**src/rtl/core/rgb_led_animation_engine_macros.svh**
```systemverilog
// ----------------------------------------------------------------------------
// RGB LED animation engine - assertion macros
// Shared concurrent assertion shorthands, clocked and reset-qualified.
// ----------------------------------------------------------------------------
`ifndef RGB_LED_ANIMATION_ENGINE_MACROS_SVH
`define RGB_LED_ANIMATION_ENGINE_MACROS_SVH

// cond must hold at every clock edge outside reset
`define RGBLA_ASSERT_HOLDS(label, clk, rst_n, cond, msg) \
    label: assert property (@(posedge clk) disable iff (!rst_n) (cond)) \
        else $error(msg);

// ante at one edge implies cons at the next edge
`define RGBLA_ASSERT_NEXT(label, clk, rst_n, ante, cons, msg) \
    label: assert property (@(posedge clk) disable iff (!rst_n) (ante) |=> (cons)) \
        else $error(msg);

`endif

```
**src/rtl/core/rgbla_pkg.sv**
```systemverilog
// ----------------------------------------------------------------------------
// rgbla_pkg
// Types, codes and constant tables of the RGB LED animation engine.
// ----------------------------------------------------------------------------
package rgbla_pkg;

    localparam int STEP_WIDTH_DEF = 8;
    localparam int HUE_W          = 7;
    localparam int PHASE_W        = 4;
    localparam logic [HUE_W-1:0]   HUE_LAST   = 7'd71;
    localparam logic [PHASE_W-1:0] PHASE_LAST = 4'd12;
    localparam logic [7:0]         LEN_RESET  = 8'd80;

    // floor(b*35/100) == (b * 35 * 5243) >> 19 for every 8-bit b
    localparam logic [17:0] GREEN_MUL   = 18'd183505;
    localparam int          GREEN_SHIFT = 19;

    localparam logic OP_TICK = 1'b0;
    localparam logic OP_CMD  = 1'b1;

    localparam logic [2:0] CODE_NONE      = 3'd0;
    localparam logic [2:0] CODE_RAINBOW   = 3'd1;
    localparam logic [2:0] CODE_GREEN     = 3'd2;
    localparam logic [2:0] CODE_RED       = 3'd3;
    localparam logic [2:0] CODE_BLUE_BASE = 3'd4;
    localparam logic [2:0] CODE_RBOW_BASE = 3'd5;

    typedef enum logic [1:0] {
        MODE_NONE    = 2'd0,
        MODE_RAINBOW = 2'd1,
        MODE_GREEN   = 2'd2,
        MODE_RED     = 2'd3
    } mode_t;

    typedef struct packed {
        mode_t              mode;
        logic [HUE_W-1:0]   hue;
        logic [PHASE_W-1:0] phase;
        logic [15:0]        gamma;
        logic [7:0]         bright;
        logic [7:0]         green_blue;
        logic               blue_base;
    } color_state_t;

    typedef struct packed {
        logic [7:0] red;
        logic [7:0] green;
        logic [7:0] blue;
    } rgb_t;

    typedef logic [15:0] gamma_tab_t [256];

    // largest y in 0..65535 with y^5 * 255^11 <= 2^80 * b^11,
    // i.e. floor(65536 * (b/255)^2.2) capped at 65535
    function automatic logic [15:0] gamma_entry(input int unsigned b);
        logic [175:0] rhs;
        logic [175:0] p255;
        logic [175:0] lhs;
        logic [175:0] bw;
        logic [15:0]  y;
        logic [15:0]  t;
        int           i;
        int           k;
        bw   = 176'(b);
        rhs  = 176'd1;
        p255 = 176'd1;
        for (i = 0; i < 11; i++)
        begin
            rhs  = rhs * bw;
            p255 = p255 * 176'd255;
        end
        rhs = rhs << 80;
        y   = '0;
        for (k = 15; k >= 0; k--)
        begin
            t   = y | (16'd1 << k);
            lhs = 176'(t);
            lhs = lhs * 176'(t) * 176'(t) * 176'(t) * 176'(t) * p255;
            if (lhs <= rhs)
            begin
                y = t;
            end
        end
        return y;
    endfunction

    function automatic gamma_tab_t gamma_build();
        gamma_tab_t tab;
        int         i;
        for (i = 0; i < 256; i++)
        begin
            tab[i] = gamma_entry(i);
        end
        return tab;
    endfunction

    localparam gamma_tab_t GAMMA_TAB = gamma_build();

    // triangle fade over a 13-tick period, saturated at 255
    function automatic logic [7:0] fade_value(input logic [PHASE_W-1:0] p);
        logic [7:0] v;
        unique case (p)
            4'd0, 4'd12: v = 8'd0;
            4'd1, 4'd11: v = 8'd51;
            4'd2, 4'd10: v = 8'd102;
            4'd3, 4'd9:  v = 8'd153;
            4'd4, 4'd8:  v = 8'd204;
            default:     v = 8'd255;
        endcase
        return v;
    endfunction

endpackage

```
**src/rtl/core/rgbla_cmd_if.sv**
```systemverilog
// ----------------------------------------------------------------------------
// rgbla_cmd_if
// Command / tick channel: valid-ready handshake with the input item fields.
// ----------------------------------------------------------------------------
interface rgbla_cmd_if;
    logic       valid;
    logic       ready;
    logic       opcode;
    logic [2:0] signal_code;
    logic [7:0] level;

    modport source (output valid, opcode, signal_code, level, input ready);
    modport sink   (input valid, opcode, signal_code, level, output ready);
endinterface

```
**src/rtl/core/rgbla_pix_if.sv**
```systemverilog
// ----------------------------------------------------------------------------
// rgbla_pix_if
// RGB result channel: valid-ready handshake with one color triple per beat.
// ----------------------------------------------------------------------------
interface rgbla_pix_if;
    logic       valid;
    logic       ready;
    logic [7:0] red;
    logic [7:0] green;
    logic [7:0] blue;

    modport source (output valid, red, green, blue, input ready);
    modport sink   (input valid, red, green, blue, output ready);
endinterface

```
**src/rtl/core/rgb_led_animation_engine.sv**
```systemverilog
// ----------------------------------------------------------------------------
// rgb_led_animation_engine
// Command/tick driven RGB LED animator: base colors and timed animations.
// ----------------------------------------------------------------------------
//  channel   dir  fields                         beat
//  cmd       in   opcode, signal_code, level     one tick or command
//  pix       out  red, green, blue               one color per tick
//  cfg       in   cfg_we, cfg_wdata              animation_length write
//
//  One beat per cycle sustained while pix is ready; a tick passes the input
//  register, then the result register, before its color is on pix.
//  Commands give no output beat; they only update state.
//  A stalled result holds in the result register while the input register
//  still drains commands; ticks wait behind it.
//  Reset: length 80, mode none, blue base at brightness 0.
// ----------------------------------------------------------------------------
`include "rgb_led_animation_engine_macros.svh"

module rgb_led_animation_engine #(
    parameter int STEP_WIDTH = rgbla_pkg::STEP_WIDTH_DEF
) (
    input  logic        clk,
    input  logic        rst_n,
    rgbla_cmd_if.sink   cmd,
    rgbla_pix_if.source pix,
    input  logic        cfg_we,
    input  logic [7:0]  cfg_wdata
);
    import rgbla_pkg::*;

    localparam int LIM_W = (STEP_WIDTH > 8) ? STEP_WIDTH : 8;
    localparam logic [LIM_W-1:0] STEP_MAX = LIM_W'((1 << STEP_WIDTH) - 1);

    // input register
    logic       s1_valid_reg;
    logic       s1_opcode_reg;
    logic [2:0] s1_code_reg;
    logic [7:0] s1_level_reg;

    // animation state
    mode_t                  mode_reg;
    logic [STEP_WIDTH-1:0]  step_reg;
    logic [HUE_W-1:0]       hue_reg;
    logic [PHASE_W-1:0]     phase_reg;     // step mod 13, valid while fading
    logic [7:0]             bright_reg;
    logic [7:0]             green_blue_reg; // floor(bright*35/100)
    logic [15:0]            gamma_reg;      // gamma table entry for bright
    logic                   blue_base_reg;
    logic [7:0]             len_reg;

    // result register
    logic       out_valid_reg;
    rgb_t       out_reg;

    logic         s1_tick;
    logic         s1_go;
    logic         out_free;
    color_state_t cst;
    rgb_t         color;
    logic [25:0]  green_prod;
    logic [LIM_W-1:0] limit;
    logic [LIM_W:0]   next_ext;
    logic             step_sat;

    assign s1_tick  = (s1_opcode_reg == OP_TICK);
    assign out_free = !out_valid_reg || pix.ready;
    // commands retire freely; a tick needs room in the result register
    assign s1_go    = s1_valid_reg && (!s1_tick || out_free);
    assign cmd.ready = !s1_valid_reg || s1_go;

    assign pix.valid = out_valid_reg;
    assign pix.red   = out_reg.red;
    assign pix.green = out_reg.green;
    assign pix.blue  = out_reg.blue;

    assign cst.mode       = mode_reg;
    assign cst.hue        = hue_reg;
    assign cst.phase      = phase_reg;
    assign cst.gamma      = gamma_reg;
    assign cst.bright     = bright_reg;
    assign cst.green_blue = green_blue_reg;
    assign cst.blue_base  = blue_base_reg;

    rgbla_color u_color (
        .st    (cst),
        .color (color)
    );

    // blue base green channel, worked out once when the brightness is stored
    assign green_prod = 26'(s1_level_reg) * 26'(GREEN_MUL);

    // step limit: length capped at the largest step value
    always_comb
    begin
        limit    = (LIM_W'(len_reg) > STEP_MAX) ? STEP_MAX : LIM_W'(len_reg);
        next_ext = (LIM_W + 1)'(step_reg) + 1'b1;
        step_sat = (next_ext >= {1'b0, limit});
    end

    always_ff @(posedge clk or negedge rst_n)
    begin
        if (!rst_n)
        begin
            s1_valid_reg <= 1'b0;
        end
        else if (cmd.ready)
        begin
            s1_valid_reg <= cmd.valid;
        end
    end

    always_ff @(posedge clk)
    begin
        if (cmd.ready && cmd.valid)
        begin
            s1_opcode_reg <= cmd.opcode;
            s1_code_reg   <= cmd.signal_code;
            s1_level_reg  <= cmd.level;
        end
    end

    always_ff @(posedge clk or negedge rst_n)
    begin
        if (!rst_n)
        begin
            len_reg <= LEN_RESET;
        end
        else if (cfg_we)
        begin
            len_reg <= cfg_wdata;
        end
    end

    always_ff @(posedge clk or negedge rst_n)
    begin
        if (!rst_n)
        begin
            mode_reg       <= MODE_NONE;
            step_reg       <= '0;
            hue_reg        <= '0;
            phase_reg      <= '0;
            bright_reg     <= '0;
            green_blue_reg <= '0;
            gamma_reg      <= '0;
            blue_base_reg  <= 1'b1;
        end
        else if (s1_go)
        begin
            if (!s1_tick)
            begin
                priority if (s1_code_reg == CODE_BLUE_BASE ||
                             s1_code_reg == CODE_RBOW_BASE)
                begin
                    bright_reg     <= s1_level_reg;
                    green_blue_reg <= green_prod[GREEN_SHIFT +: 8];
                    gamma_reg      <= GAMMA_TAB[s1_level_reg];
                    blue_base_reg  <= (s1_code_reg == CODE_BLUE_BASE);
                end
                else if (s1_code_reg == CODE_NONE || s1_code_reg == CODE_RAINBOW ||
                         s1_code_reg == CODE_GREEN || s1_code_reg == CODE_RED)
                begin
                    mode_reg  <= mode_t'(s1_code_reg[1:0]);
                    step_reg  <= '0;
                    hue_reg   <= '0;
                    phase_reg <= '0;
                end
                else
                begin
                    // unused codes: no effect
                    mode_reg <= mode_reg;
                end
            end
            else
            begin
                hue_reg   <= (hue_reg == HUE_LAST) ? '0 : hue_reg + 1'b1;
                phase_reg <= (phase_reg == PHASE_LAST) ? '0 : phase_reg + 1'b1;
                if (step_sat)
                begin
                    step_reg <= limit[STEP_WIDTH-1:0];
                    mode_reg <= MODE_NONE;
                end
                else
                begin
                    step_reg <= next_ext[STEP_WIDTH-1:0];
                end
            end
        end
    end

    always_ff @(posedge clk or negedge rst_n)
    begin
        if (!rst_n)
        begin
            out_valid_reg <= 1'b0;
        end
        else if (s1_go && s1_tick)
        begin
            out_valid_reg <= 1'b1;
        end
        else if (pix.ready)
        begin
            out_valid_reg <= 1'b0;
        end
    end

    always_ff @(posedge clk)
    begin
        if (s1_go && s1_tick)
        begin
            out_reg <= color;
        end
    end

    // ---- checks ----
    `RGBLA_ASSERT_HOLDS(a_hue_range, clk, rst_n, hue_reg <= HUE_LAST, "hue index past wrap")
    `RGBLA_ASSERT_HOLDS(a_phase_range, clk, rst_n, phase_reg <= PHASE_LAST, "fade phase past 12")
    `RGBLA_ASSERT_NEXT(a_tick_result, clk, rst_n, s1_go && s1_tick, out_valid_reg, "tick lost")
    `RGBLA_ASSERT_NEXT(a_cmd_clears, clk, rst_n, s1_go && !s1_tick && s1_code_reg == CODE_GREEN, phase_reg == '0 && step_reg == '0, "fade start not cleared")

endmodule

```
**src/rtl/core/rgbla_color.sv**
```systemverilog
// ----------------------------------------------------------------------------
// rgbla_color
// Color of one tick from the current animation state (combinational).
// ----------------------------------------------------------------------------
module rgbla_color (
    input  rgbla_pkg::color_state_t st,
    output rgbla_pkg::rgb_t         color
);
    import rgbla_pkg::*;

    logic [8:0]  h;
    logic [8:0]  d;
    logic [7:0]  ramp;
    logic [7:0]  hr;
    logic [7:0]  hg;
    logic [7:0]  hb;
    logic [23:0] pr;
    logic [23:0] pg;
    logic [23:0] pb;

    // hue in degrees, 5 per index; d is the offset into the 60-degree sector
    always_comb
    begin
        h = 9'(st.hue) * 9'd5;
        hr = 8'd0;
        hg = 8'd0;
        hb = 8'd0;
        priority if (h < 9'd60)
        begin
            d = h;
        end
        else if (h < 9'd120)
        begin
            d = h - 9'd60;
        end
        else if (h < 9'd180)
        begin
            d = h - 9'd120;
        end
        else if (h < 9'd240)
        begin
            d = h - 9'd180;
        end
        else if (h < 9'd300)
        begin
            d = h - 9'd240;
        end
        else
        begin
            d = h - 9'd300;
        end
        ramp = 8'(d << 2);
        priority if (h < 9'd60)
        begin
            hr = 8'd255; hg = ramp;
        end
        else if (h < 9'd120)
        begin
            hr = 8'd255 - ramp; hg = 8'd255;
        end
        else if (h < 9'd180)
        begin
            hg = 8'd255; hb = ramp;
        end
        else if (h < 9'd240)
        begin
            hg = 8'd255 - ramp; hb = 8'd255;
        end
        else if (h < 9'd300)
        begin
            hr = ramp; hb = 8'd255;
        end
        else
        begin
            hr = 8'd255; hb = 8'd255 - ramp;
        end
    end

    // gamma-scaled rainbow, Q0.16 factor, truncated
    assign pr = 24'(hr) * 24'(st.gamma);
    assign pg = 24'(hg) * 24'(st.gamma);
    assign pb = 24'(hb) * 24'(st.gamma);

    always_comb
    begin
        color = '0;
        unique case (st.mode)
            MODE_NONE:
            begin
                if (st.blue_base)
                begin
                    color.green = st.green_blue;
                    color.blue  = st.bright;
                end
                else
                begin
                    color.red   = pr[23:16];
                    color.green = pg[23:16];
                    color.blue  = pb[23:16];
                end
            end
            MODE_RAINBOW:
            begin
                color.red   = hr;
                color.green = hg;
                color.blue  = hb;
            end
            MODE_GREEN: color.green = fade_value(st.phase);
            MODE_RED:   color.red   = fade_value(st.phase);
            default:    color = '0;
        endcase
    end
endmodule
```
**src/flat_wrapper.sv**
```systemverilog
// flat-port wrapper written by rule: the top's interface ports become plain ports
module rgb_led_animation_engine_flat import rgbla_pkg::*;
#(
    parameter int STEP_WIDTH = rgbla_pkg::STEP_WIDTH_DEF
)
  (clk, rst_n, cfg_we, cfg_wdata, cmd_valid, cmd_opcode, cmd_signal_code, cmd_level, cmd_ready, pix_valid, pix_red, pix_green, pix_blue, pix_ready);
  rgbla_cmd_if cmd_i ();
  rgbla_pix_if pix_i ();
  input  logic clk;
  input  logic rst_n;
  input  logic cfg_we;
  input  logic [7:0] cfg_wdata;
  input wire logic [$bits(cmd_i.valid)-1:0] cmd_valid;
  input wire logic [$bits(cmd_i.opcode)-1:0] cmd_opcode;
  input wire logic [$bits(cmd_i.signal_code)-1:0] cmd_signal_code;
  input wire logic [$bits(cmd_i.level)-1:0] cmd_level;
  output wire logic [$bits(cmd_i.ready)-1:0] cmd_ready;
  output wire logic [$bits(pix_i.valid)-1:0] pix_valid;
  output wire logic [$bits(pix_i.red)-1:0] pix_red;
  output wire logic [$bits(pix_i.green)-1:0] pix_green;
  output wire logic [$bits(pix_i.blue)-1:0] pix_blue;
  input wire logic [$bits(pix_i.ready)-1:0] pix_ready;
  assign cmd_i.valid = cmd_valid;
  assign cmd_i.opcode = cmd_opcode;
  assign cmd_i.signal_code = cmd_signal_code;
  assign cmd_i.level = cmd_level;
  assign cmd_ready = cmd_i.ready;
  assign pix_valid = pix_i.valid;
  assign pix_red = pix_i.red;
  assign pix_green = pix_i.green;
  assign pix_blue = pix_i.blue;
  assign pix_i.ready = pix_ready;
  rgb_led_animation_engine #(.STEP_WIDTH(STEP_WIDTH)) u_core (.clk(clk), .rst_n(rst_n), .cmd(cmd_i), .pix(pix_i), .cfg_we(cfg_we), .cfg_wdata(cfg_wdata));
endmodule
```
**config.mk**
```make
export PLATFORM = sky130hd
export DESIGN_NAME = rgb_led_animation_engine_flat
export DESIGN_NICKNAME = d
export VERILOG_FILES = /design/src/rtl/core/rgbla_pkg.sv /design/src/rtl/core/rgbla_cmd_if.sv /design/src/rtl/core/rgbla_pix_if.sv /design/src/rtl/core/rgb_led_animation_engine.sv /design/src/rtl/core/rgbla_color.sv /design/src/flat_wrapper.sv
export VERILOG_INCLUDE_DIRS = /design/src /design/src/rtl/core
export SDC_FILE = /design/constraint.sdc
export NUM_CORES = 1
export LEC_CHECK = 0
export ABC_AREA = 0
export BUFFER_PORTS_ARGS = -buffer_cell sky130_fd_sc_hd__buf_2
export CORE_AREA = 2 2 226 228
export CTS_CLUSTER_SIZE = 20
export DETAILED_ROUTE_END_ITERATION = 12
export DIE_AREA = 0 0 228 230
export GPL_ROUTABILITY_DRIVEN = 0
export PLACE_DENSITY = 0.58
export SLEW_MARGIN = 40
export SYNTH_ARGS = -nofsm -noshare
export SYNTH_HDL_FRONTEND = slang
export SYNTH_HIERARCHICAL = 1
export SYNTH_SLANG_ARGS = --single-unit
```
**constraint.sdc**
```tcl
create_clock -name clk -period 10.8 [get_ports clk]
set_input_delay 1.62 -clock clk [delete_from_list [all_inputs] [get_ports clk]]
set_output_delay 1.62 -clock clk [all_outputs]
set_load 0.01 [all_outputs]
```
[Word-level counts from Yosys, hierarchy flattened]
Memories as Yosys holds them, arrays and structs flattened. A register that Yosys moved wholly into a read port is not among the register bits.
Index checks and enable logic that the tools add are counted.
Operators by class
  reductions and logical operators: 20
  mux-type cells: 43
  order comparisons: 7
  multiply operators: 5
  add/subtract/negate cells: 9
  equality and inequality tests: 12
  bitwise logic cells: 2
Operators by type and width (number)
  2-to-1 mux 8 bit: 20
  multiplier 8 x 16 -> 24 bit: 3
  one-hot mux 8 bit (3 select lines): 2
  2-to-1 mux 6 bit: 5
  subtractor 6 bit (second input constant): 5
  2-to-1 mux 7 bit: 4
  multiplier 8 x 18 -> 26 bit (second input constant): 1
  less-than comparator 9 x 8 -> 1 bit (second input constant): 2
  2-to-1 mux 16 bit: 1
  2-to-1 mux 4 bit: 4
  one-hot mux 8 bit (2 select lines): 1
  adder 8 x 1 -> 9 bit (second input constant): 1
  greater-or-equal comparator 9 x 8 -> 1 bit: 1
  less-than comparator 9 x 6 -> 1 bit (second input constant): 1
  less-than comparator 9 x 7 -> 1 bit (second input constant): 1
  less-than comparator 9 bit (second input constant): 1
  multiplier 7 x 3 -> 9 bit (second input constant): 1
  NOT 8 -> 9 bit: 1
  > comparator 8 bit (second input constant): 1
  2-to-1 mux 2 bit: 4
  subtractor 8 bit (first input constant): 1
  adder 7 x 1 -> 7 bit (second input constant): 1
  == test 7 bit (second input constant): 1
  logical OR 1 bit: 7
  17 further kinds: 28
Word-level totals
  word-level logic and storage cells: 117
  bits in registers: 83
  output and inout port bits: 26
  input bits: 25
  memories kept: 3
  bits in read-only memories: 4352
Memory list
  (name not given): depth 256, bits a word 16, rd ports 1, clocked after Yosys merged registers in 1, wr ports 0, RTL line rgb_led_animation_engine.sv:156  | gamma_reg <= GAMMA_TAB[s1_level_reg];
  (name not given): depth 16, bits a word 8, rd ports 1, clocked after Yosys merged registers in 0, wr ports 0, RTL line rgbla_pkg.sv:102  | unique case (p)
  (name not given): depth 16, bits a word 8, rd ports 1, clocked after Yosys merged registers in 0, wr ports 0, RTL line rgbla_pkg.sv:102

[Longest topological paths before layout]
  depth after elaboration: 16
  gate-level depth with buffers: 35
  depth with buffers taken out: 33

[By module]
The synthesis kept the hierarchy.
By module, submodules not included
  rgbla_color: cells an instance 1466, area an instance 12246.7 µm², times used 1
  rgb_led_animation_engine: cells an instance 1240, area an instance 10109.7 µm², times used 1

[Worst setup path after synthesis]
OpenSTA, ideal clock, no wires.
  path type: register to register
  from: register u_core.hue_reg[1]
  to: register u_core.out_reg (netlist bit u_core/pix.red[6]) (data pin)
  setup time: 0.265 ns
  cell stages (with the launch flop): 31
  buffers on the path: 3
  required time: 10.535 ns
  path slack: 2.671 ns
  arrival time: 7.864 ns
  cells stage by stage: dfrtp_1 -> ha_1 -> ha_1 -> fa_1 -> and3_1 -> or3_4 -> and2_4 -> buf_6 -> or4_4 -> and2_1 -> clkbuf_1 -> a21oi_1 -> clkbuf_1 -> nand2_1 -> fa_1 -> inv_1 -> fa_1 -> fa_1 -> inv_1 -> fa_1 -> inv_1 -> ha_1 -> nor4_1 -> nand2_1 -> and3_1 -> a32o_1 -> a41oi_1 -> a21oi_2 -> a21o_1 -> mux2i_1 -> or3_1
RTL lines
  start, declared: RTL line rgb_led_animation_engine.sv:43  | logic [HUE_W-1:0] hue_reg;
  start signal, assigned: RTL line rgb_led_animation_engine.sv:175  | hue_reg <= (hue_reg == HUE_LAST) ? '0 : hue_reg + 1'b1;
  end signal, assigned: RTL line rgb_led_animation_engine.sv:210  | out_reg <= color;
  end, declared: RTL line rgb_led_animation_engine.sv:53  | rgb_t out_reg;

==> Flow_metrics.wiki <==
{| class="wikitable"
! Metric !! Value
|-
| Run status || complete, no violations
|-
| Post-synth top area cell || fa_1
|-
| Total number of vias || 20300
|-
| Clock tree from TritonCTS || done
|-
| Number of resized instances in the post-cts repair step || 0
|-
| Final setup skew || between 10 and 15 ps
|-
| Worst Hold Class || reg -> reg
|-
| Number of flip-flops in the largest register || 16
|-
| Share of final-layout standard cells stronger than drive strength 1 || 6.21%
|-
| Total design power || 5530 uW
|-
| Clock buffer depth || 2
|-
| First drt pass iteration count || 7
|-
| Power Density || 237 nW/um^2
|-
| Total standard cell area after synthesis || 22400 sq um
|-
| DRC marker count from the first detailed-route iteration || 2201
|-
| Area taken by multi-input logic gates || between 15000 and 20000 sq um
|-
| Yosys warns || 6
|-
| Fraction of registers with async set/reset || between 60 and 70%
|-
| Final hold vios || 0
|-
| Worst-path fanout max || 16
|-
| Sum of routed wire length over all layers || 72100 um
|-
| Minimum period implied by the final worst setup slack || a little over 9000 ps
|-
| Floorplan die area || 52400 sq um
|-
| Detailed-route DRC error count || 0
|-
| Final Net Count || between 3000 and 4000
|-
| Unrepaired setup endpoints after global routing || no
|-
| Critical Path End Type || flip-flop
|-
| Pin count of the biggest net entering global routing || ~150
|-
| Post-CTS clock slew at the launch and capture registers of the worst setup and hold paths || about 80 ps
|-
| Via count of the first global-routing pass || 20800
|-
| Remaining Overflow, GRT || 0
|-
| Most used standard cell by instance count after synthesis || inv_1
|-
| Cell area after layout || about 23000 sq um
|-
| Final count of pins violating max slew || 0
|-
| Number of max-cap violations || 0
|-
| Post-detailed-route wirelength per cell || 21.8 um
|-
| Pin slew with the least headroom to its limit || 917 ps
|-
| Type of element launching the critical path || flip-flop
|-
| Main area contributors after synthesis || fa_1 (24%), ha_1 (13%), dfrtp_1 (6.7%)
|-
| Initial antenna violation count || 1
|-
| Effective utilization at floorplan || about 45%
|-
| Count of standard-cell rows || slightly above 80
|-
| CORE AREA || 49900 sq um
|-
| Post-DP HPWL || 52400 um
|-
| Area after detailed placement || 23000 sq um
|-
| Number of antenna-violating nets in the routed design || 0
|-
| Skew-Pair Late Insertion Delay || 380 ps
|-
| Height of the chip || 230 um
|-
| Combined flip-flop and latch cell area || 2660 sq um
|-
| Arrival time at the worst endpoint || 9260 ps
|-
| Area fraction of the dominant cell type after synthesis || 24.4%
|-
| Setup_tns || 0 ps
|-
| IO Pins || 51
|-
| Fin crit share || 84.6%
|-
| Fill cell total of the finished layout || 4954
|-
| CTS root buf || clkbuf_16
|-
| Share of the yosys chip area belonging to registers || 11.9%
|-
| Critical-path top delay cell || or4_1
|-
| Worst-case vdd ir drop || 0.480 mV
|-
| Slowest cell delay on critical path || between 600 and 700 ps
|-
| Area growth from synthesis to final layout || 4.45%
|-
| Number of clock sinks seen by CTS || 99
|-
| Number of cells produced by synthesis || 2706
|-
| Type of the worst setup path || reg -> reg
|-
| Number of buffers added by the clock tree synthesis step || 9
|-
| Post-CTS setup buffer count || 0
|-
| Count of input and output buffers || 50
|-
| Upper clock frequency limit || 110 MHz
|-
| Pleak || 0.0116 uW
|-
| Number of synthesized flops with an enable pin || 36
|-
| Top FF cell, synth || dfrtp_1
|-
| Worst hold margin || 472 ps
|-
| Top cells by instance count after synthesis || inv_1 (359), nand2_1 (345), fa_1 (272)
|-
| Post-synthesis net count || 3236
|-
| Vias per Instance || 6.12
|-
| Synthesized area divided by synthesized cell count || 8.26 sq um
|-
| Global-route wire length before repair || 116000 um
|-
| CTS Hold Bufs || 0
|-
| Chip width || between 200 and 250 um
|-
| Most frequent cell on the critical path || fa_1
|-
| All-Layer GR Usage || 27.7%
|-
| Required @ worst endpoint || 10920 ps
|-
| Count of H-tree levels built during CTS || 3
|-
| Setup violation total in the final timing report || 0
|-
| Slew Limit Headroom || between 30% and 40%
|-
| Synth unique cells || 98
|-
| Number of synthesized register bits || 99
|}
-- worst paths after layout --
check | startpoint | to | slack, ps | cells after the start
min in group asynchronous | rst_n | u_core/phase_reg[0] | 1320 | 2
worst min register to register | u_core/s1_code_reg[0] | u_core/blue_base_reg | 470 | 1
max in group asynchronous | rst_n | u_core/gamma_reg[9] | 8980 | 2
worst max register to register | u_core/hue_reg[6] | u_core/pix.red[6] | 1670 | 29
worst max-delay path | u_core/hue_reg[6] | u_core/pix.red[6] | 1670 | 29
worst min-delay path | u_core/s1_code_reg[0] | u_core/blue_base_reg | 470 | 1
-- cell families after synthesis --
family                     share of synthesized area (%)
and+or+nand+nor                                     19.3
xor gates and xnor gates                            1.57
adders and majority gates                           37.4
AOI/OAI and AO/OA                                   19.1
buffers and inverters                               9.77
other                                             0.0168
DFF                                                 11.9
muxes                                              0.929
-- worst max-delay path, delay by kind of cell, from the launching register on --
kind / cells / cell delay, ps
buf+inv: 3 / 370
simple gates: 8 / 2430
fa+ha+maj: 7 / 2960
xor+xnor: 1 / 150
flops: 1 / 570
compound gates: 9 / 2280
mux: 1 / 120
-- cells in the final DEF (no fill, tap or decap), types with 27 or more instances in the layout --
cell type / n
a21o_1: 31
a21oi_1: 148
a31oi_1: 36
and2_1: 113
and3_1: 44
buf_2: 50
buf_4: 45
dfrtp_1: 58
edfxtp_1: 36
fa_1: 272
ha_1: 233
inv_1: 359
nand2_1: 345
nand2b_1: 43
nand3_1: 71
nor2_1: 99
nor2b_1: 57
o211ai_1: 27
o21ai_0: 104
xnor2_1: 27
-- power by group --
part / leakage (uW) / switching, uW / internal, uW
registers: 0.00114 / 103 / 502
clock network: 0.000150 / 175 / 165
logic: 0.0103 / 2720 / 1860
total: 0.0116 / 3000 / 2530
-- metal layers --
metal,vias up,GRT usage (%),part of all wire [%]
li1,9068,-,-
met1,9928,36.8,42
met2,1009,44.1,45
met3,258,5.84,8.8
met4,0,11.4,4.4
met5,-,0,0
-- metrics by stage --
stage               setup slack [ps]  cells  utilization (%)
floorplan                       2670   2706                -
global placement                1720   3296             46.1
detailed placement              1680   3296             46.1
CTS                             1650   3312             46.8
global route                    1030   3312             46.8
finish                          1670   3313             46.8
-- final cells by class --
cell class,instances,area share [%]
clock buffer,9,0.964
inverter,363,5.83
multi-input combinational,2065,75.2
tap,672,3.60
clock inverter,7,0.338
timing repair buffer,97,2.65
antenna,1,0.0107
sequential,99,11.4
(Power assumes the default switching activity.)
